$ cat src/hdl/frame_receiver_with_checksum_core_macros.svh
// Assertion macros shared by the frame receiver RTL.
// No dependencies; included by files that carry concurrent checks.
`ifndef FRAME_RECEIVER_WITH_CHECKSUM_CORE_MACROS_SVH
`define FRAME_RECEIVER_WITH_CHECKSUM_CORE_MACROS_SVH

// Condition must hold at every clock edge outside reset.
`define FRC_ASSERT_ALWAYS(label, clk, rst, cond, msg) \
  label: assert property (@(posedge clk) disable iff (rst) (cond)) else $error(msg);

// Antecedent at one edge implies consequent at the next edge.
`define FRC_ASSERT_NEXT(label, clk, rst, ante, cons, msg) \
  label: assert property (@(posedge clk) disable iff (rst) (ante) |=> (cons)) \
    else $error(msg);

`endif

$ cat src/hdl/frc_pkg.sv
// Package for the frame receiver: checksum constants, register indexes,
// result codes and the result record type. No dependencies.
`timescale 1ns / 1ps
`default_nettype none

package frc_pkg;

  localparam int unsigned BYTE_W   = 8;
  localparam int unsigned STATUS_W = 2;
  localparam int unsigned CFG_IDX_W = 2;

  localparam logic [BYTE_W-1:0] SUM_SEED = 8'hB7;
  localparam logic [BYTE_W-1:0] SUM_XOR  = 8'hA4;

  // configuration register indexes
  localparam logic [CFG_IDX_W-1:0] REG_START_FIRST  = 2'd0;
  localparam logic [CFG_IDX_W-1:0] REG_START_SECOND = 2'd1;
  localparam logic [CFG_IDX_W-1:0] REG_END_FIRST    = 2'd2;
  localparam logic [CFG_IDX_W-1:0] REG_END_SECOND   = 2'd3;

  // result kinds
  localparam logic KIND_PAYLOAD = 1'b0;
  localparam logic KIND_STATUS  = 1'b1;

  typedef struct packed {
    logic                kind;
    logic [BYTE_W-1:0]   out_data;
    logic [BYTE_W-1:0]   frame_number;
    logic [BYTE_W-1:0]   frame_length;
    logic [STATUS_W-1:0] status;
  } result_t;

endpackage

`default_nettype wire

$ cat src/hdl/frame_receiver_with_checksum_core.sv
// Frame receiver core: deframes a byte stream, checks the add-xor checksum
// and end markers. Depends on frc_pkg and the assertion macro header.
// Input channel: in_valid / in_stall with rx_byte, one received byte per
//   request. A request is taken at an edge with in_valid high, in_stall low.
// Output channel: out_valid / out_stall with kind, out_data, frame_number,
//   frame_length, status. Payload bytes come out with kind 0 as they arrive;
//   the second end marker byte yields one kind 1 status result.
//   Start marker, id, length, checksum and first end marker bytes give no result.
// Configuration: cfg_we, cfg_index, cfg_data write the four marker bytes;
//   write only while the block is idle.
// A result is written into the output queue at the edge that takes its input byte.
// Throughput: one byte per cycle while in_stall is low; the per-byte update of frame state and
//   checksum is a single add/xor and compare, done in the accepting cycle.
// Results wait in a two-entry output queue. While the receiver stalls, input
//   bytes keep being taken until both entries hold results; in_stall is then
//   high until one entry drains.
// Reset (rst, synchronous): marker registers clear to zero, the hunt
//   restarts at the first start byte, checksum returns to its seed and the
//   output queue empties.
`timescale 1ns / 1ps
`default_nettype none
`include "frame_receiver_with_checksum_core_macros.svh"

module frame_receiver_with_checksum_core (
  input  wire logic                          clk,
  input  wire logic                          rst,
  // configuration
  input  wire logic                          cfg_we,
  input  wire logic [frc_pkg::CFG_IDX_W-1:0] cfg_index,
  input  wire logic [frc_pkg::BYTE_W-1:0]    cfg_data,
  // input bytes
  input  wire logic                          in_valid,
  output logic                               in_stall,
  input  wire logic [frc_pkg::BYTE_W-1:0]    rx_byte,
  // results
  output logic                               out_valid,
  input  wire logic                          out_stall,
  output logic                               kind,
  output logic [frc_pkg::BYTE_W-1:0]         out_data,
  output logic [frc_pkg::BYTE_W-1:0]         frame_number,
  output logic [frc_pkg::BYTE_W-1:0]         frame_length,
  output logic [frc_pkg::STATUS_W-1:0]       status
);

  typedef enum logic [2:0] {
    PH_HUNT1,
    PH_HUNT2,
    PH_ID,
    PH_LEN,
    PH_PAYLOAD,
    PH_CHECK,
    PH_END1,
    PH_END2
  } phase_t;

  // marker registers
  logic [frc_pkg::BYTE_W-1:0] start_first;
  logic [frc_pkg::BYTE_W-1:0] start_second;
  logic [frc_pkg::BYTE_W-1:0] end_first;
  logic [frc_pkg::BYTE_W-1:0] end_second;

  // frame state
  phase_t                     phase, phase_next;
  logic [frc_pkg::BYTE_W-1:0] running_sum, running_sum_next;
  logic [frc_pkg::BYTE_W-1:0] payload_length, payload_length_next;
  logic [frc_pkg::BYTE_W-1:0] bytes_seen, bytes_seen_next;
  logic [frc_pkg::BYTE_W-1:0] frame_id_held, frame_id_held_next;
  logic                       sum_bad, sum_bad_next;
  logic                       end_bad, end_bad_next;

  // output queue
  frc_pkg::result_t queue [2];
  logic             wr_ptr;
  logic             rd_ptr;
  logic [1:0]       count;

  logic             accept;
  logic             pop;
  logic             push;
  frc_pkg::result_t result;

  assign in_stall  = (count == 2'd2);
  assign out_valid = (count != 2'd0);
  assign accept    = in_valid && !in_stall;
  assign pop       = out_valid && !out_stall;

  always_ff @(posedge clk) begin
    if (rst) begin
      start_first  <= '0;
      start_second <= '0;
      end_first    <= '0;
      end_second   <= '0;
    end else if (cfg_we) begin
      case (cfg_index)
        frc_pkg::REG_START_FIRST:  start_first  <= cfg_data;
        frc_pkg::REG_START_SECOND: start_second <= cfg_data;
        frc_pkg::REG_END_FIRST:    end_first    <= cfg_data;
        frc_pkg::REG_END_SECOND:   end_second   <= cfg_data;
        default: ;
      endcase
    end
  end

  always_comb begin
    logic [frc_pkg::BYTE_W-1:0] seen_inc;
    seen_inc            = bytes_seen + 8'd1;
    phase_next          = phase;
    running_sum_next    = running_sum;
    payload_length_next = payload_length;
    bytes_seen_next     = bytes_seen;
    frame_id_held_next  = frame_id_held;
    sum_bad_next        = sum_bad;
    end_bad_next        = end_bad;
    push                = 1'b0;
    result.kind         = frc_pkg::KIND_PAYLOAD;
    result.out_data     = rx_byte;
    result.frame_number = frame_id_held;
    result.frame_length = payload_length;
    result.status       = '0;
    case (phase)
      PH_HUNT1: begin
        if (rx_byte == start_first) phase_next = PH_HUNT2;
      end
      PH_HUNT2: begin
        // a repeated first start byte keeps waiting for the second
        if (rx_byte == start_second) phase_next = PH_ID;
        else if (rx_byte != start_first) phase_next = PH_HUNT1;
      end
      PH_ID: begin
        frame_id_held_next = rx_byte;
        phase_next         = PH_LEN;
      end
      PH_LEN: begin
        payload_length_next = rx_byte;
        bytes_seen_next     = '0;
        running_sum_next    = frc_pkg::SUM_SEED;
        sum_bad_next        = 1'b0;
        end_bad_next        = 1'b0;
        phase_next          = (rx_byte == '0) ? PH_CHECK : PH_PAYLOAD;
      end
      PH_PAYLOAD: begin
        running_sum_next = (running_sum + rx_byte) ^ frc_pkg::SUM_XOR;
        bytes_seen_next  = seen_inc;
        push             = 1'b1;
        if (seen_inc == payload_length) phase_next = PH_CHECK;
      end
      PH_CHECK: begin
        sum_bad_next = (rx_byte != running_sum);
        phase_next   = PH_END1;
      end
      PH_END1: begin
        end_bad_next = (rx_byte != end_first);
        phase_next   = PH_END2;
      end
      default: begin
        push            = 1'b1;
        result.kind     = frc_pkg::KIND_STATUS;
        result.out_data = '0;
        result.status   = {end_bad || (rx_byte != end_second), sum_bad};
        phase_next      = PH_HUNT1;
      end
    endcase
  end

  always_ff @(posedge clk) begin
    if (rst) begin
      phase          <= PH_HUNT1;
      running_sum    <= frc_pkg::SUM_SEED;
      payload_length <= '0;
      bytes_seen     <= '0;
      frame_id_held  <= '0;
      sum_bad        <= 1'b0;
      end_bad        <= 1'b0;
    end else if (accept) begin
      phase          <= phase_next;
      running_sum    <= running_sum_next;
      payload_length <= payload_length_next;
      bytes_seen     <= bytes_seen_next;
      frame_id_held  <= frame_id_held_next;
      sum_bad        <= sum_bad_next;
      end_bad        <= end_bad_next;
    end
  end

  always_ff @(posedge clk) begin
    if (accept && push) queue[wr_ptr] <= result;
  end

  always_ff @(posedge clk) begin
    if (rst) begin
      wr_ptr <= 1'b0;
      rd_ptr <= 1'b0;
      count  <= '0;
    end else begin
      if (accept && push) wr_ptr <= !wr_ptr;
      if (pop) rd_ptr <= !rd_ptr;
      count <= count + {1'b0, accept && push} - {1'b0, pop};
    end
  end

  assign kind         = queue[rd_ptr].kind;
  assign out_data     = queue[rd_ptr].out_data;
  assign frame_number = queue[rd_ptr].frame_number;
  assign frame_length = queue[rd_ptr].frame_length;
  assign status       = queue[rd_ptr].status;

  `FRC_ASSERT_ALWAYS(a_count_range, clk, rst, count != 2'd3, "output queue overflow")

  `FRC_ASSERT_NEXT(a_status_queued, clk, rst, accept && phase == PH_END2, out_valid, "status result not queued")

  `FRC_ASSERT_NEXT(a_seed_after_len, clk, rst, accept && phase == PH_LEN, running_sum == frc_pkg::SUM_SEED && bytes_seen == '0, "checksum not reseeded")

  `FRC_ASSERT_ALWAYS(a_payload_status, clk, rst, !(out_valid && kind == frc_pkg::KIND_PAYLOAD) || status == '0, "payload result carries status")

endmodule

`default_nettype wire
$ cat config.mk
export PLATFORM = sky130hd
export DESIGN_NAME = frame_receiver_with_checksum_core
export DESIGN_NICKNAME = d
export VERILOG_FILES = /design/src/hdl/frc_pkg.sv /design/src/hdl/frame_receiver_with_checksum_core.sv
export VERILOG_INCLUDE_DIRS = /design/src /design/src/hdl
export SDC_FILE = /design/constraint.sdc
export NUM_CORES = 1
export LEC_CHECK = 0
export ABC_AREA = 0
export CORE_ASPECT_RATIO = 0.6
export CORE_MARGIN = 4
export CORE_UTILIZATION = 45
export CTS_BUF_LIST = sky130_fd_sc_hd__clkbuf_2 sky130_fd_sc_hd__clkbuf_4 sky130_fd_sc_hd__clkbuf_8
export CTS_CLUSTER_SIZE = 8
export DETAILED_ROUTE_END_ITERATION = 12
export DONT_BUFFER_PORTS = 1
export PLACE_DENSITY_LB_ADDON = 0.1
export SETUP_SLACK_MARGIN = 0.05
export SLEW_MARGIN = 30
export SYNTH_ARGS = -nofsm -noshare
export SYNTH_HDL_FRONTEND = slang
export SYNTH_SLANG_ARGS = --single-unit
export TNS_END_PERCENT = 50
$ cat constraint.sdc
create_clock -name clk -period 4.1 [get_ports clk]
set_clock_uncertainty 0.15 [all_clocks]
set_input_delay 0.41 -clock clk [delete_from_list [all_inputs] [get_ports clk]]
set_output_delay 0.41 -clock clk [all_outputs]
set_load 0.005 [all_outputs]
==> results.py, run 1 <==
metrics = {
    "cts": {
        "clk_pin_slew_ns": 0.08,
        "clock_latency_ns": 0.44,
        "clockRootBuffer": "clkbuf_8",
        "cts_tree": "built",
        "cts.path.max_buffers": 2,
        "cts_buffers": 17,
        "cts.sinks": 128,
        "cts_max_level": 4,
    },
    "global_route": {
        "antenna_found_initial": 0,
        "grtUsageTotal_pct": 19.20,
        "first_global_vias": 3723,
        "grt_pass1_wl_um": 21330,
        "grt_start_max_net_pins": 74,
        "overflow": 0,
    },
    "logic_synthesis": {
        "synth_cells": 524,
        "netlist_area_um2": 5843,
        "synth-edff-count": 54,
        "synth-seq-cells": 128,
        "yosysWarningCount": 0,
        "ys.flop_type": "dfxtp_1",
        "synth.most_common_cell": "nor2_1",
        "netlist_top_cells_count": "nor2_1 (77), dfxtp_1 (74), edfxtp_1 (54), mux2i_1 (49), xnor2_1 (29)",
        "synth_fp_nets": 558,
        "async_reset_ff_share_pct": 0,
        "syn_area_per_cell_um2": 11.15,
        "ys_types": 50,
        "ys_seq_area_share_pct": 53.10,
        "synth_top_area_share_pct": 27.75,
        "yosys-top-cells-area": "edfxtp_1 (28%), dfxtp_1 (25%), mux2i_1 (8.4%), mux2_2 (5.2%), nor2_1 (4.9%)",
        "yosysTopAreaCell": "edfxtp_1",
    },
    "detailed_routing": {
        "dr.pass1.iters": 4,
        "via_per_inst": 5.347,
        "antenna_left": 0,
        "totalWireLength_um": 13360,
        "drc": 0,
        "dr_total_vias": 3818,
        "wl_per_cell_um": 18.70,
        "drt_iter0_markers": 266,
    },
    "floorplanning": {
        "die_x_um": 155.1,
        "io_pins": 52,
        "die_area_um2": 14930,
        "num_rows": 31,
        "start_util_pct": 47.22,
        "die_h_um": 96.27,
        "design.core.area_um2": 12370,
    },
    "timing": {
        "fin_crit_sh_pct": 65.68,
        "finalHoldViolCount": 0,
        "worst_slack_ns": 1.407,
        "relSlewSlack_pct": 48.16,
        "min_period_ns": 2.693,
        "setup_violations": 0,
        "tns_ns": 0,
        "fmax_mhz": 371.4,
        "maxSlewViolCount": 0,
        "worst_slew_pin_slew_ns": 0.7753,
        "grt_setup_unrepaired": "no",
    },
    "worst_setup_path": {
        "r2r_end": "bytes_seen[6]",
        "endpoint_kind": "flop",
        "reg2reg_from": "phase[1]",
        "worstRegToRegCells": 6,
        "critPathBufInv": 0,
        "crit_path_start_kind": "flop",
        "crit_fanout": 13,
        "cp_slowest_cell": "nand4_1",
        "required_ns": 4.28,
        "rrSetupSlack_ns": 1.41,
        "max_stage_delay_ns": 0.65,
        "arrival_ns": 2.87,
        "worstPathCellList": "nor2b_1 > nand4_1 > nand2_1 > o21ai_0 > a21oi_1 > nor2_1",
        "worstSetupPathType": "flop to flop",
        "critPathTopFamily": "simple AND/OR/NAND/NOR gates",
    },
    "finish": {
        "areaGrowthSynthToFinish_pct": 12.29,
        "multi_input_area_um2": 2561,
        "nets": 570,
        "drive_above_1_share_pct": 13.11,
        "fill_cells": 1077,
        "antennaDiodeCount": 0,
        "regArea_um2": 3103,
    },
    "flow_run": {
        "drv_cap": 0,
    },
    "run_status": {
        "status": "finished clean",
    },
    "power_and_ir_drop": {
        "ir_drop_uv": 202.5,
        "power_density_nw_per_um2": 396.1,
        "leakagePower_nw": 2.707,
    },
    "worst_hold_path": {
        "hold_end": "running_sum[6]",
        "hold-path-cell-count": 2,
        "min_from": "rst",
        "hold_class": "input port to flop",
    },
    "placement": {
        "place_congestion": 0.7848,
        "place_ws_ns": 1.491,
        "hpwl_um": 8506,
        "io_buffers": 0,
    },
}
cells by family (layout without fill, tap and decap cells):
group                      Yosys count  in the layout  share of synthesized area [%]
and+or+nand+nor                    161            161                          13.77
DFF                                128            128                          53.10
muxes                               76             76                          13.60
xor gates and xnor gates            53             53                          7.944
AOI/OAI and AO/OA                   56             56                          5.953
buffers and inverters               39             64                          3.147
adders and majority gates           11             11                          2.484
worst max path at each step:
stage	depth (start not counted)	startpoint	end
6_report	6	phase[1]	bytes_seen[6]
5_1_grt	6	phase[1]	bytes_seen[5]
4_1_cts	6	phase[1]	bytes_seen[6]
3_5_place_dp	6	phase[1]	bytes_seen[6]
3_3_place_gp	6	phase[1]	bytes_seen[5]
2_1_floorplan	5	count[0]	queue[0][0]
area by class of cell:
type	instances	share of cell area, %
multi-input combinational	357	39.04
inverter	9	0.5149
tap	165	3.146
clock buffer	18	3.776
clock inverter	14	2.613
sequential	128	47.29
timing repair buffer	23	3.623
sequential cells by signal, indices dropped and copies added, names as in the netlist, named ones only:
register        flops
running_sum         8
wr_ptr              1
end_first           8
start_first         8
end_bad             1
rd_ptr              1
count               2
sum_bad             1
start_second        8
bytes_seen          8
end_second          8
payload_length      8
queue              54
frame_id_held       8
phase               3
metrics by stage:
step | instances | cell area (um^2) | hold WS [ns] | util, % | total power, W
global placement | 663 | 5934 | 0.2879 | 47.96 | 0.001447
finish | 714 | 6561 | 0.03145 | 53.03 | 0.002599
detailed placement | 663 | 5934 | 0.2927 | 47.96 | 0.001450
global route | 714 | 6561 | 0.004562 | 53.03 | 0.002700
floorplan | 524 | 5843 | 0.2753 | - | 0.001460
CTS | 714 | 6561 | 0.000002665 | 53.03 | 0.002628
cell usage in the layout, fill, tap and decap left out, drive strengths merged, types with 4 or more instances in the layout:
cell	n
nand3	10
buf	5
edfxtp	54
ha	10
dlygate4sd3	18
nand2b	5
xnor2	29
o21ai	14
clkbuf	18
nor2b	4
o21bai	6
nor3b	6
inv	17
mux2i	49
nand4	4
and2	14
nor2	77
xor2	24
nor3	9
dfxtp	74
nor4	8
a21oi	19
mux2	27
nand2	11
where the power goes:
part           leakage (nW)  switching (W)  internal (W)
sequential             1.17     0.00000736       0.00133
combinational          1.33      0.0000629     0.0000596
clock                 0.205       0.000560      0.000581
total                  2.71       0.000631       0.00197
worst reg2reg max path: cells and delay by family (launching register included):
kind            cells  cell delay, ns
simple gates        4            1.54
flops               1            0.57
compound gates      2            0.34
what timing repair did:
item                                   4_1_cts  5_1_grt
buffers inserted                             0        0
endpoints found under the hold margin       73        0
resized for setup                            0        0
hold buffers                                19        0
layer usage:
metal | share of wire [%] | GRT usage (%) | vias to the layer above | wire length (um)
met5 | 0 | 0 | - | 0
met4 | 0.81 | 6.686 | 0 | 108
met3 | 7.7 | 5.885 | 10 | 1028
met2 | 40 | 25.58 | 104 | 5279
met1 | 52 | 28.94 | 1830 | 6938
li1 | - | - | 1874 | -
(Power assumes the default switching activity.)
==> inputs of run 2 (changes only) <==
clock period = 2.82 ns   (was 4.1 ns; I/O delays follow)
==> results.py, run 2 (same netlist as run 1, synthesis figures left out) <==
metrics = {
    "run_status": {
        "status": "finished clean",
    },
    "floorplanning": {
        "io_pins": 52,
        "num_rows": 31,
        "die_area_um2": 14930,
        "start_util_pct": 47.22,
        "die_h_um": 96.27,
        "die_x_um": 155.1,
        "design.core.area_um2": 12370,
    },
    "detailed_routing": {
        "via_per_inst": 5.366,
        "dr.pass1.iters": 5,
        "dr_total_vias": 3831,
        "drt_iter0_markers": 287,
        "wl_per_cell_um": 18.97,
        "totalWireLength_um": 13550,
        "drc": 0,
        "antenna_left": 0,
    },
    "cts": {
        "clk_pin_slew_ns": 0.09,
        "cts.sinks": 128,
        "cts.path.max_buffers": 2,
        "clock_latency_ns": 0.43,
        "cts_hold_buffers": 17,
        "cts_setup_buffers": 0,
        "clockRootBuffer": "clkbuf_8",
        "cts_tree": "built",
        "cts_max_level": 4,
        "cts_buffers": 17,
        "cts-resized-gates": 0,
    },
    "timing": {
        "min_period_ns": 2.347,
        "relSlewSlack_pct": 62.29,
        "worst_slew_pin_slew_ns": 0.5641,
        "maxSlewViolCount": 0,
        "fmax_mhz": 426.1,
        "worst_slack_ns": 0.4731,
        "fin_crit_sh_pct": 83.22,
        "grt_setup_unrepaired": "no",
        "finalHoldViolCount": 0,
        "tns_ns": 0,
        "setup_violations": 0,
    },
    "finish": {
        "regArea_um2": 3103,
        "nets": 570,
        "fin_cells": 714,
        "final_cell_mix": "nor2_1 (75), dfxtp_1 (74), edfxtp_1 (54)",
        "drive_above_1_share_pct": 13.48,
        "final_common_cell": "nor2_1",
        "largest-register": "queue",
        "fill_cells": 1068,
        "multi_input_area_um2": 2561,
        "largest_register_ffs": 54,
        "antennaDiodeCount": 0,
        "areaGrowthSynthToFinish_pct": 12.29,
        "stdcell_area_um2": 6561,
    },
    "flow_run": {
        "drv_cap": 0,
    },
    "global_route": {
        "antenna_found_initial": 0,
        "grtUsageTotal_pct": 19.15,
        "overflow": 0,
        "grt_pass1_wl_um": 21600,
        "first_global_vias": 3759,
        "grt_start_max_net_pins": 77,
    },
    "worst_setup_path": {
        "crit_path_end": "bytes_seen[5]",
        "worstSetupPathType": "flop to flop",
        "worstRegToRegCells": 6,
        "arrival_ns": 2.52,
        "crit_path_start_kind": "flop",
        "endpoint_kind": "flop",
        "r2r_end": "bytes_seen[5]",
        "crit_fanout": 12,
        "rrSetupSlack_ns": 0.47,
        "crit_start": "phase[2]",
        "reg2reg_from": "phase[2]",
        "required_ns": 2.99,
    },
    "worst_hold_path": {
        "hold_class": "input port to flop",
    },
    "power_and_ir_drop": {
        "ir_drop_uv": 278.7,
        "leakagePower_nw": 2.713,
        "power_density_nw_per_um2": 581.2,
        "total_power_w": 0.003814,
    },
    "placement": {
        "io_buffers": 0,
        "hpwl_um": 8757,
        "place_ws_ns": 0.5450,
        "place_inst": 665,
        "place_congestion": 0.8335,
        "dpl_cell_area_um2": 5949,
    },
}
[run 2: final cells by class]
type	instances	area share, %
clock inverter	15	2.899
tap	165	3.146
timing repair buffer	23	3.547
sequential	128	47.29
inverter	9	0.5149
clock buffer	17	3.566
multi-input combinational	357	39.04
[run 2: power breakdown]
group | leakage [nW] | internal, W | switching [W]
logic | 1.33 | 0.0000850 | 0.0000949
registers | 1.17 | 0.00193 | 0.0000106
clock network | 0.213 | 0.000835 | 0.000857
total | 2.71 | 0.00285 | 0.000962
[run 2: routing by layer]
layer / part of all wire, % / global-route usage, % / vias up
met5: 0 / 0 / -
met4: 0.56 / 4.996 / 0
met3: 6.5 / 6.199 / 6
met2: 39 / 25.69 / 90
met1: 54 / 29.16 / 1858
li1: - / - / 1877
[run 2: worst min path at each step]
stage                                 to  cells past startpoint             start  slack [ns]
final                           phase[0]                      3        rx_byte[0]        0.02
after global routing      running_sum[7]                      3        rx_byte[7]        0.02
after CTS                       phase[0]                      3        rx_byte[6]     0.00007
after detailed placement   bytes_seen[5]                      1               rst        0.22
after global placement    running_sum[3]                      1               rst        0.21
after floorplan             queue[0][10]                      0  frame_id_held[0]        0.28
[run 2: metrics by stage]
stage	hold WS [ns]	utilization (%)
floorplan	0.2753	-
global placement	0.2132	48.08
detailed placement	0.2162	48.08
CTS	0.00007083	53.03
global route	0.02258	53.03
finish	0.01843	53.03
[run 2: worst max-delay path: stages (launching register included)]
cell	delay (ns)
dfxtp_1	0.54
nor3b_1	0.42
nand3_1	0.37
nand2_1	0.40
o21ai_0	0.14
a21oi_1	0.17
nor2_1	0.05
